[src/rtl/dmsh_pkg.sv]
// dmsh_pkg: shared types, constants and helpers for the displaced multiply-shift hash
// no dependencies; used by every module of the block

package dmsh_pkg;

  // displacement table geometry (depth is a power of two)
  localparam int unsigned TABLE_DEPTH = 64;
  localparam int unsigned TBL_IDX_W   = $clog2(TABLE_DEPTH);

  // field widths
  localparam int unsigned KEY_W    = 32;
  localparam int unsigned ENTRY_W  = 8;
  localparam int unsigned WIDX_W   = 6;
  localparam int unsigned SHIFT_W  = 5;
  localparam int unsigned HASH_W   = 32;

  // stream payload widths
  localparam int unsigned IN_BITS    = 2 * KEY_W + WIDX_W + ENTRY_W;
  localparam int unsigned IN_TDATA_W = ((IN_BITS + 7) / 8) * 8;
  localparam int unsigned OUT_TDATA_W = HASH_W;

  // configuration port
  localparam int unsigned CFG_IDX_W  = 3;
  localparam int unsigned CFG_DATA_W = 32;

  // queue between front and back
  localparam int unsigned FIFO_DEPTH = 4;
  localparam int unsigned FIFO_PTR_W = $clog2(FIFO_DEPTH);
  localparam int unsigned FIFO_CNT_W = $clog2(FIFO_DEPTH + 1);

  typedef logic [TBL_IDX_W-1:0]  tbl_idx_t;
  typedef logic [FIFO_CNT_W-1:0] fifo_cnt_t;

  // register indexes of the configuration port
  typedef enum logic [CFG_IDX_W-1:0] {
    REG_MULT_F  = 3'd0,
    REG_MULT_G  = 3'd1,
    REG_ADD_F   = 3'd2,
    REG_ADD_G   = 3'd3,
    REG_SHIFT_F = 3'd4,
    REG_SHIFT_G = 3'd5
  } cfg_reg_e;

  // item kinds carried in tuser
  typedef enum logic {
    OP_LOOKUP = 1'b0,
    OP_WRITE  = 1'b1
  } op_kind_e;

  // classified item as queued for the back end
  typedef struct packed {
    op_kind_e           kind;
    logic [KEY_W-1:0]   key_f;
    logic [KEY_W-1:0]   key_g;
    tbl_idx_t           idx;
    logic [ENTRY_W-1:0] val;
  } op_t;

  // live configuration
  typedef struct packed {
    logic [KEY_W-1:0]   mult_f;
    logic [KEY_W-1:0]   mult_g;
    logic [KEY_W-1:0]   add_f;
    logic [KEY_W-1:0]   add_g;
    logic [SHIFT_W-1:0] shift_f;
    logic [SHIFT_W-1:0] shift_g;
  } cfg_t;

  // queue status seen by the top level
  typedef struct packed {
    logic      full;
    logic      empty;
    fifo_cnt_t cnt;
  } fifo_stat_t;

  // table slot of a 32-bit value: low bits, since the depth is a power of two
  function automatic tbl_idx_t tbl_index_of(logic [KEY_W-1:0] v);
    tbl_index_of = v[TBL_IDX_W-1:0];
  endfunction

endpackage

[src/rtl/displaced_multiply_shift_hash.sv]
// displaced_multiply_shift_hash: two-lane multiply-shift hash with a displacement table.
// a lookup passes the front holding register, the op queue, stages 1 to 3 and the output register to m_axis.
// throughput: one item per cycle while m_axis is not stalled; the queue of 4 ops lets input and output stall apart.
// table writes take the same pipeline as lookups, so lookups see writes in item order.
// reset (rst_ni low, asynchronous): config and control registers return to defaults, table reads as zero.
// depends on dmsh_pkg, dmsh_front, dmsh_fifo, dmsh_back

module displaced_multiply_shift_hash (
  input  logic                                clk_i,
  input  logic                                rst_ni,
  // tdata: key_f[31:0], key_g[63:32], entry_index[69:64], entry_value[77:70], zero pad
  input  logic [dmsh_pkg::IN_TDATA_W-1:0]     s_axis_tdata,
  // tuser: action
  input  logic                                s_axis_tuser,
  input  logic                                s_axis_tvalid,
  output logic                                s_axis_tready,
  // tdata: hash_value
  output logic [dmsh_pkg::OUT_TDATA_W-1:0]    m_axis_tdata,
  output logic                                m_axis_tvalid,
  input  logic                                m_axis_tready,
  input  logic                                cfg_valid_i,
  output logic                                cfg_ready_o,
  input  logic [dmsh_pkg::CFG_IDX_W-1:0]      cfg_index_i,
  input  logic [dmsh_pkg::CFG_DATA_W-1:0]     cfg_data_i
);

  dmsh_pkg::cfg_t       cfg_q, cfg_d;
  logic                 push, pop;
  dmsh_pkg::op_t        front_op, head_op;
  dmsh_pkg::fifo_stat_t fifo_stat;

  assign cfg_ready_o = 1'b1;

  // configuration register decode
  always_comb begin
    cfg_d = cfg_q;
    if (cfg_valid_i) begin
      unique case (dmsh_pkg::cfg_reg_e'(cfg_index_i))
        dmsh_pkg::REG_MULT_F:  cfg_d.mult_f  = cfg_data_i;
        dmsh_pkg::REG_MULT_G:  cfg_d.mult_g  = cfg_data_i;
        dmsh_pkg::REG_ADD_F:   cfg_d.add_f   = cfg_data_i;
        dmsh_pkg::REG_ADD_G:   cfg_d.add_g   = cfg_data_i;
        dmsh_pkg::REG_SHIFT_F: cfg_d.shift_f = cfg_data_i[dmsh_pkg::SHIFT_W-1:0];
        dmsh_pkg::REG_SHIFT_G: cfg_d.shift_g = cfg_data_i[dmsh_pkg::SHIFT_W-1:0];
        default: ;
      endcase
    end
  end

  always_ff @(posedge clk_i or negedge rst_ni) begin
    if (!rst_ni) begin
      cfg_q.mult_f  <= 32'd1;
      cfg_q.mult_g  <= 32'd1;
      cfg_q.add_f   <= 32'd0;
      cfg_q.add_g   <= 32'd0;
      cfg_q.shift_f <= 5'd29;
      cfg_q.shift_g <= 5'd26;
    end else begin
      cfg_q <= cfg_d;
    end
  end

  // front end
  dmsh_front u_front (
    .clk_i         (clk_i),
    .rst_ni        (rst_ni),
    .s_axis_tdata  (s_axis_tdata),
    .s_axis_tuser  (s_axis_tuser),
    .s_axis_tvalid (s_axis_tvalid),
    .s_axis_tready (s_axis_tready),
    .push_o        (push),
    .op_o          (front_op),
    .full_i        (fifo_stat.full)
  );

  // op queue
  dmsh_fifo u_fifo (
    .clk_i  (clk_i),
    .rst_ni (rst_ni),
    .push_i (push),
    .op_i   (front_op),
    .pop_i  (pop),
    .op_o   (head_op),
    .stat_o (fifo_stat)
  );

  // back end
  dmsh_back u_back (
    .clk_i         (clk_i),
    .rst_ni        (rst_ni),
    .cfg_i         (cfg_q),
    .head_vld_i    (!fifo_stat.empty),
    .head_op_i     (head_op),
    .pop_o         (pop),
    .m_axis_tdata  (m_axis_tdata),
    .m_axis_tvalid (m_axis_tvalid),
    .m_axis_tready (m_axis_tready)
  );

  // queue never overflows
  a_no_overflow: assert property (@(posedge clk_i) disable iff (!rst_ni)
    push |-> !fifo_stat.full)
    else $error("op queue written while full");

  // queue never underflows
  a_no_underflow: assert property (@(posedge clk_i) disable iff (!rst_ni)
    pop |-> !fifo_stat.empty)
    else $error("op queue read while empty");

  // fill count rises by one on a push without a pop
  a_cnt_track: assert property (@(posedge clk_i) disable iff (!rst_ni)
    (push && !pop) |=> (fifo_stat.cnt == $past(fifo_stat.cnt) + 1'b1))
    else $error("op queue count lost a push");

endmodule

[src/rtl/dmsh_front.sv]
// dmsh_front: input stage, accepts stream items and classifies them into queue ops
// depends on dmsh_pkg

module dmsh_front (
  input  logic                               clk_i,
  input  logic                               rst_ni,
  // tdata: key_f[31:0], key_g[63:32], entry_index[69:64], entry_value[77:70], zero pad
  input  logic [dmsh_pkg::IN_TDATA_W-1:0]    s_axis_tdata,
  // tuser: action
  input  logic                               s_axis_tuser,
  input  logic                               s_axis_tvalid,
  output logic                               s_axis_tready,
  output logic                               push_o,
  output dmsh_pkg::op_t                      op_o,
  input  logic                               full_i
);

  logic          vld_q, vld_d;
  dmsh_pkg::op_t op_q, op_d;
  logic          accept;

  // hand the held item to the queue when there is room
  assign push_o        = vld_q && !full_i;
  assign s_axis_tready = !vld_q || !full_i;
  assign accept        = s_axis_tvalid && s_axis_tready;
  assign op_o          = op_q;

  // unpack and classify the incoming item
  always_comb begin
    op_d       = op_q;
    op_d.kind  = dmsh_pkg::op_kind_e'(s_axis_tuser);
    op_d.key_f = s_axis_tdata[31:0];
    op_d.key_g = s_axis_tdata[63:32];
    op_d.idx   = dmsh_pkg::tbl_index_of(dmsh_pkg::KEY_W'(s_axis_tdata[69:64]));
    op_d.val   = s_axis_tdata[77:70];
  end

  // holding register valid
  always_comb begin
    vld_d = vld_q;
    if (accept) begin
      vld_d = 1'b1;
    end else if (push_o) begin
      vld_d = 1'b0;
    end
  end

  always_ff @(posedge clk_i or negedge rst_ni) begin
    if (!rst_ni) begin
      vld_q <= 1'b0;
    end else begin
      vld_q <= vld_d;
    end
  end

  // payload, no reset
  always_ff @(posedge clk_i) begin
    if (accept) begin
      op_q <= op_d;
    end
  end

endmodule

[src/rtl/dmsh_fifo.sv]
// dmsh_fifo: short queue of classified ops between front and back
// depends on dmsh_pkg

module dmsh_fifo (
  input  logic                 clk_i,
  input  logic                 rst_ni,
  input  logic                 push_i,
  input  dmsh_pkg::op_t        op_i,
  input  logic                 pop_i,
  output dmsh_pkg::op_t        op_o,
  output dmsh_pkg::fifo_stat_t stat_o
);

  dmsh_pkg::op_t                    mem_q [dmsh_pkg::FIFO_DEPTH];
  logic [dmsh_pkg::FIFO_PTR_W-1:0]  wr_ptr_q, wr_ptr_d;
  logic [dmsh_pkg::FIFO_PTR_W-1:0]  rd_ptr_q, rd_ptr_d;
  dmsh_pkg::fifo_cnt_t              cnt_q, cnt_d;

  assign op_o         = mem_q[rd_ptr_q];
  assign stat_o.full  = (cnt_q == dmsh_pkg::fifo_cnt_t'(dmsh_pkg::FIFO_DEPTH));
  assign stat_o.empty = (cnt_q == '0);
  assign stat_o.cnt   = cnt_q;

  // pointer and fill count update
  always_comb begin
    wr_ptr_d = wr_ptr_q;
    rd_ptr_d = rd_ptr_q;
    cnt_d    = cnt_q;
    if (push_i) begin
      wr_ptr_d = wr_ptr_q + 1'b1;
    end
    if (pop_i) begin
      rd_ptr_d = rd_ptr_q + 1'b1;
    end
    if (push_i && !pop_i) begin
      cnt_d = cnt_q + 1'b1;
    end else if (pop_i && !push_i) begin
      cnt_d = cnt_q - 1'b1;
    end
  end

  always_ff @(posedge clk_i or negedge rst_ni) begin
    if (!rst_ni) begin
      wr_ptr_q <= '0;
      rd_ptr_q <= '0;
      cnt_q    <= '0;
    end else begin
      wr_ptr_q <= wr_ptr_d;
      rd_ptr_q <= rd_ptr_d;
      cnt_q    <= cnt_d;
    end
  end

  // storage, no reset
  always_ff @(posedge clk_i) begin
    if (push_i) begin
      mem_q[wr_ptr_q] <= op_i;
    end
  end

endmodule

[src/rtl/dmsh_back.sv]
// dmsh_back: hash pipeline (multiply, add and shift, table access, xor) and output register
// depends on dmsh_pkg; holds the displacement table memory

module dmsh_back (
  input  logic                                clk_i,
  input  logic                                rst_ni,
  input  dmsh_pkg::cfg_t                      cfg_i,
  input  logic                                head_vld_i,
  input  dmsh_pkg::op_t                       head_op_i,
  output logic                                pop_o,
  // tdata: hash_value
  output logic [dmsh_pkg::OUT_TDATA_W-1:0]    m_axis_tdata,
  output logic                                m_axis_tvalid,
  input  logic                                m_axis_tready
);

  localparam int unsigned KW = dmsh_pkg::KEY_W;
  localparam int unsigned EW = dmsh_pkg::ENTRY_W;

  logic advance;

  // stage 1: lane products
  logic                s1_vld_q;
  dmsh_pkg::op_kind_e  s1_kind_q;
  dmsh_pkg::tbl_idx_t  s1_idx_q;
  logic [EW-1:0]       s1_val_q;
  logic [KW-1:0]       s1_pf_q, s1_pg_q;

  // stage 2: lane values, table address
  logic                s2_vld_q;
  dmsh_pkg::op_kind_e  s2_kind_q;
  dmsh_pkg::tbl_idx_t  s2_idx_q;
  logic [EW-1:0]       s2_val_q;
  logic [KW-1:0]       s2_f_q;

  // stage 3: table read data
  logic                s3_vld_q;
  logic [KW-1:0]       s3_f_q;
  logic [EW-1:0]       rd_q;
  logic                rd_ok_q;

  // output register
  logic                out_vld_q;
  logic [KW-1:0]       out_data_q;

  // displacement table with per-entry written flags
  logic [EW-1:0]                      tbl_mem [dmsh_pkg::TABLE_DEPTH];
  logic [dmsh_pkg::TABLE_DEPTH-1:0]   tbl_vld_q;

  logic [KW-1:0]       f_d, g_d;
  logic [EW-1:0]       disp;

  // whole pipeline moves unless a result sits unread
  assign advance = !out_vld_q || m_axis_tready;
  assign pop_o   = advance && head_vld_i;

  // add offset, then shift
  assign f_d  = (s1_pf_q + cfg_i.add_f) >> cfg_i.shift_f;
  assign g_d  = (s1_pg_q + cfg_i.add_g) >> cfg_i.shift_g;
  assign disp = rd_ok_q ? rd_q : '0;

  assign m_axis_tvalid = out_vld_q;
  assign m_axis_tdata  = out_data_q;

  // control: stage valids and table written flags
  always_ff @(posedge clk_i or negedge rst_ni) begin
    if (!rst_ni) begin
      s1_vld_q  <= 1'b0;
      s2_vld_q  <= 1'b0;
      s3_vld_q  <= 1'b0;
      out_vld_q <= 1'b0;
      tbl_vld_q <= '0;
    end else if (advance) begin
      s1_vld_q  <= head_vld_i;
      s2_vld_q  <= s1_vld_q;
      s3_vld_q  <= s2_vld_q && (s2_kind_q == dmsh_pkg::OP_LOOKUP);
      out_vld_q <= s3_vld_q;
      if (s2_vld_q && (s2_kind_q == dmsh_pkg::OP_WRITE)) begin
        tbl_vld_q[s2_idx_q] <= 1'b1;
      end
    end
  end

  // datapath registers, no reset
  always_ff @(posedge clk_i) begin
    if (advance) begin
      s1_kind_q  <= head_op_i.kind;
      s1_idx_q   <= head_op_i.idx;
      s1_val_q   <= head_op_i.val;
      s1_pf_q    <= head_op_i.key_f * cfg_i.mult_f;
      s1_pg_q    <= head_op_i.key_g * cfg_i.mult_g;
      s2_kind_q  <= s1_kind_q;
      s2_val_q   <= s1_val_q;
      s2_f_q     <= f_d;
      s2_idx_q   <= (s1_kind_q == dmsh_pkg::OP_WRITE) ? s1_idx_q
                                                      : dmsh_pkg::tbl_index_of(g_d);
      s3_f_q     <= s2_f_q;
      out_data_q <= s3_f_q ^ KW'(disp);
    end
  end

  // table memory: one write or one registered read per cycle while the pipeline advances, in item order
  always_ff @(posedge clk_i) begin
    if (advance && s2_vld_q) begin
      if (s2_kind_q == dmsh_pkg::OP_WRITE) begin
        tbl_mem[s2_idx_q] <= s2_val_q;
      end else begin
        rd_q    <= tbl_mem[s2_idx_q];
        rd_ok_q <= tbl_vld_q[s2_idx_q];
      end
    end
  end

endmodule
[config.mk]
export PLATFORM = sky130hd
export DESIGN_NAME = displaced_multiply_shift_hash
export DESIGN_NICKNAME = d
export VERILOG_FILES = /design/src/rtl/dmsh_pkg.sv /design/src/rtl/displaced_multiply_shift_hash.sv /design/src/rtl/dmsh_front.sv /design/src/rtl/dmsh_fifo.sv /design/src/rtl/dmsh_back.sv
export SDC_FILE = /design/constraint.sdc
export NUM_CORES = 2
export LEC_CHECK = 0
export ABC_AREA = 1
export BUFFER_PORTS_ARGS = -buffer_cell sky130_fd_sc_hd__buf_2
export CORE_ASPECT_RATIO = 1.75
export CORE_MARGIN = 1
export CORE_UTILIZATION = 40
export DETAILED_ROUTE_END_ITERATION = 12
export PLACE_DENSITY_LB_ADDON = 0.2
export SYNTH_ARGS = -nofsm -noshare
export SYNTH_HDL_FRONTEND = slang
export SYNTH_SLANG_ARGS = --single-unit
[constraint.sdc]
create_clock -name clk_i -period 7.3 [get_ports clk_i]
set_input_delay 0.73 -clock clk_i [delete_from_list [all_inputs] [get_ports clk_i]]
set_output_delay 0.73 -clock clk_i [all_outputs]
set_load 0.01 [all_outputs]
==> results_dict.tcl <==
set metrics [dict create \
    ios 156 \
    fin_crit_sh_pct 103.2 \
    fin_crit_ns 7.534 \
    grt_pass1_vias 66358 \
    via_per_inst 5.216 \
    critPathMostFrequentCell "fa_1" \
    portBuffers 152 \
    place_area_um2 93550 \
    clkSinkCount 1320 \
    grt_remaining_overflow 0 \
    fill_cells 19913 \
    area_growth_pct 18.30 \
    critical_path_class "flop to flop" \
    arrival_ns 8.06 \
    ys_ff_latch 1320 \
    hold_viol_final 0 \
    synth_fp_nets 9666 \
    numCtsBuffers 138 \
    synth_seq_area_share_pct 45.17 \
    slowest_stage "dfrtp_4" \
    grt_max_degree 124 \
    dr.pass1.iters 6 \
    ff2ff_setup_slack_ns -0.23 \
    violations "setup timing" \
    cap_violations 0 \
    netlist_area_um2 85410 \
    post_layout_nonfiller_instances 12042 \
    root_buffer "clkbuf_16" \
    setup_ws_ns -0.2337 \
    rows 224 \
    cp-startpoint "u_fifo.rd_ptr_q[0]" \
    critPathMaxStageDelay_ns 0.58 \
    ys.flop_type "edfxtp_1" \
    synth_top_area_share_pct 38.88 \
    coreArea_um2 212400 \
    grt_usage_pct 26.95 \
    critPathCaptureType "flop" \
    wl_per_cell_um 24.11 \
    ys_async_sr_fraction_pct 16.21 \
    drive_above_1_share_pct 16.14 \
    slew_headroom_pct 23.47 \
    post-route-cell-area_um2 101000 \
    yosysUniqueCellTypes 60 \
    path_clk_slew_ns 0.07 \
    clock_skew_ns 0.04740 \
    status "finished, violations left" \
    start_util_pct 40.20 \
    synthTopCellsByArea "edfxtp_1 39%, fa_1 19%, nand2_1 7.4%, dfrtp_1 6.0%, inv_1 5.4%" \
    die_w_um 351.3 \
    min_path_type "input pin to flop" \
    reg2reg_to "u_back.s1_pf_q[30]" \
    dp_hpwl_um 226700 \
    dp_cells 11673 \
    drt-initial-drc-count 4375 \
    r2r-start "u_fifo.rd_ptr_q[0]" \
    antenna_found_initial 35 \
    clock_latency_ns 0.81 \
    die_y_um 613.3 \
    tightest_slew_ns 1.144 \
    yosys_warnings 0 \
    drt-total-wl_um 290300 \
    clockBufferDepth 4 \
    synth_area_leader_cell "edfxtp_1" \
    synth_cells 8413 \
    finalMaxSlewViolations 0 \
    ant_nets 0 \
    gp_congestion 0.9737 \
    nets 10345 \
    worstPathMaxFanout 12 \
    avgSynthCellArea_um2 10.15 \
    fmaxAchievable_mhz 132.7 \
    grt_setup_unrepaired "yes" \
    grt_pass1_wl_um 421100 \
    rr_worst_depth 32 \
    synth_edf_count 1106 \
    finalSetupViolCount 10 \
    cp-endpoint "u_back.s1_pf_q[30]" \
    cts_max_level 4 \
    start_kind "flop" \
    routed-via-count 62816 \
    required_ns 7.82 \
    tritoncts "done" \
    drc 0 \
    dieArea_um2 215500 \
]
sequential cells by signal (all words and copies together) (netlist names), 3 cells and up:
signal and count:
u_fifo.cnt_q 3, u_fifo.mem_q 316, u_back.s2_val_q 8, u_back.s1_pf_q 32
u_back.m_axis_tdata 32, u_back.tbl_mem 512, u_front.op_o 79, u_back.s1_idx_q 6
u_back.s2_idx_q 6, cfg_q 138, u_back.s1_val_q 8, u_back.s1_pg_q 32
u_back.s3_f_q 32, u_back.tbl_vld_q 64, u_back.rd_q 8, u_back.s2_f_q 32
kinds of logic (layout without fill, tap and decap cells):
group | after synthesis | in the layout | share of synthesized area (%)
AOI/OAI and AO/OA | 770 | 770 | 5.476
xor gates and xnor gates | 125 | 125 | 1.399
adders and majority gates | 1132 | 1132 | 23.78
buffers and inverters | 1587 | 2364 | 7.251
DFF | 1320 | 1320 | 45.17
muxes | 1 | 1 | 0.01172
other | 1 | 28 | 0.004391
and+or+nand+nor | 3477 | 3477 | 16.91
synthesized netlist by cell type (all sizes together), types with 20 or more instances:
| cell | n |
|---|---|
| a21oi | 153 |
| a221oi | 62 |
| a22o | 46 |
| a22oi | 83 |
| buf | 99 |
| clkbuf | 227 |
| clkinv | 20 |
| dfrtp | 205 |
| edfxtp | 1106 |
| fa | 819 |
| ha | 313 |
| inv | 1241 |
| nand2 | 1711 |
| nand3 | 607 |
| nand3b | 31 |
| nand4 | 100 |
| nor2 | 951 |
| nor3 | 29 |
| o21ai | 328 |
| o22ai | 31 |
| or2 | 34 |
| xnor2 | 54 |
| xor2 | 65 |
worst max-delay path, delay by kind of cell (launching register included):
family | cells | cell delay (ns)
adder cells (fa/ha/maj) | 9 | 4.32
AND/OR/NAND/NOR | 11 | 1.01
buffers and inverters | 9 | 0.98
flip-flops | 1 | 0.58
AO/OA/AOI/OAI | 2 | 0.22
XOR/XNOR | 1 | 0.13
stage by stage:
stage | hold slack, ns | setup WS, ns | TNS [ns] | utilization [%]
finish | 0.1204 | -0.2337 | -1.277 | 47.56
global route | 0.08014 | -0.4527 | -5.425 | 47.53
CTS | 0.06553 | -0.2107 | -1.610 | 46.80
detailed placement | 0.4045 | -0.5781 | -8.294 | 44.04
global placement | 0.4023 | -0.5388 | -6.936 | 44.04
floorplan | 0.4003 | 0.1324 | 0 | -
placed cells by master, fill, tap and decap left out, types with 27 or more instances in the layout:
cell type	n
a21oi_1	121
a221oi_1	62
a22o_1	46
a22oi_1	83
buf_12	69
buf_2	151
buf_4	570
buf_6	49
clkbuf_1	27
clkbuf_16	149
clkinv_1	36
dfrtp_1	203
diode_2	27
edfxtp_1	1106
fa_1	759
fa_2	60
ha_1	277
ha_4	36
inv_1	1176
inv_2	53
nand2_1	1629
nand2_2	59
nand3_1	578
nand3b_1	30
nand4_1	100
nor2_1	910
nor2_2	29
o21ai_0	301
o22ai_1	31
or2_2	34
xnor2_1	51
xor2_1	63
what timing repair did:
action | 4_1_cts | 5_1_grt
endpoints found under the setup margin | 27 | 31
endpoints found under the hold margin | 56 | 0
pin swaps | 106 | 116
hold buffers | 1 | 0
setup buffers | 48 | 42
resized for setup | 252 | 245
gates cloned | 7 | 10
final cells by class:
type / count / area (um^2) / share of cell area, %
Clock buffer: 170 / 3646 / 3.608
Timing Repair Buffer: 863 / 7483 / 7.406
Multi-Input combinational cell: 5506 / 42240 / 41.80
Sequential cell: 1320 / 38590 / 38.19
Tap cell: 2825 / 3535 / 3.498
Timing Repair inverter: 2 / 22.52 / 0.02229
Inverter: 1261 / 4807 / 4.757
Clock inverter: 68 / 659.4 / 0.6526
Antenna cell: 27 / 67.56 / 0.06687
layer usage:
layer / vias up / share of wire [%] / track usage (%)
met5: - / 0 / 0
met4: 0 / 9.1 / 20.84
met3: 826 / 4.0 / 2.470
met2: 1930 / 54 / 50.59
met1: 31350 / 33 / 27.01
li1: 28710 / - / -
worst min path at each step:
stage                               to  cells after the start  slack [ns]                from
5_1_grt                u_front.op_o[4]                      1        0.08    s_axis_tdata[74]
3_3_place_gp        u_back.s2_val_q[4]                      0        0.40  u_back.s1_val_q[4]
2_1_floorplan  u_back.m_axis_tdata[10]                      0        0.40   u_back.s3_f_q[10]
3_5_place_dp          u_back.s3_f_q[8]                      0        0.40    u_back.s2_f_q[8]
6_report               u_front.op_o[4]                      1        0.12    s_axis_tdata[74]
4_1_cts                u_front.op_o[4]                      1        0.07    s_axis_tdata[74]
Power is not shown: default switching activity piles up to over one toggle a cycle in this logic, so the estimate is an artifact.
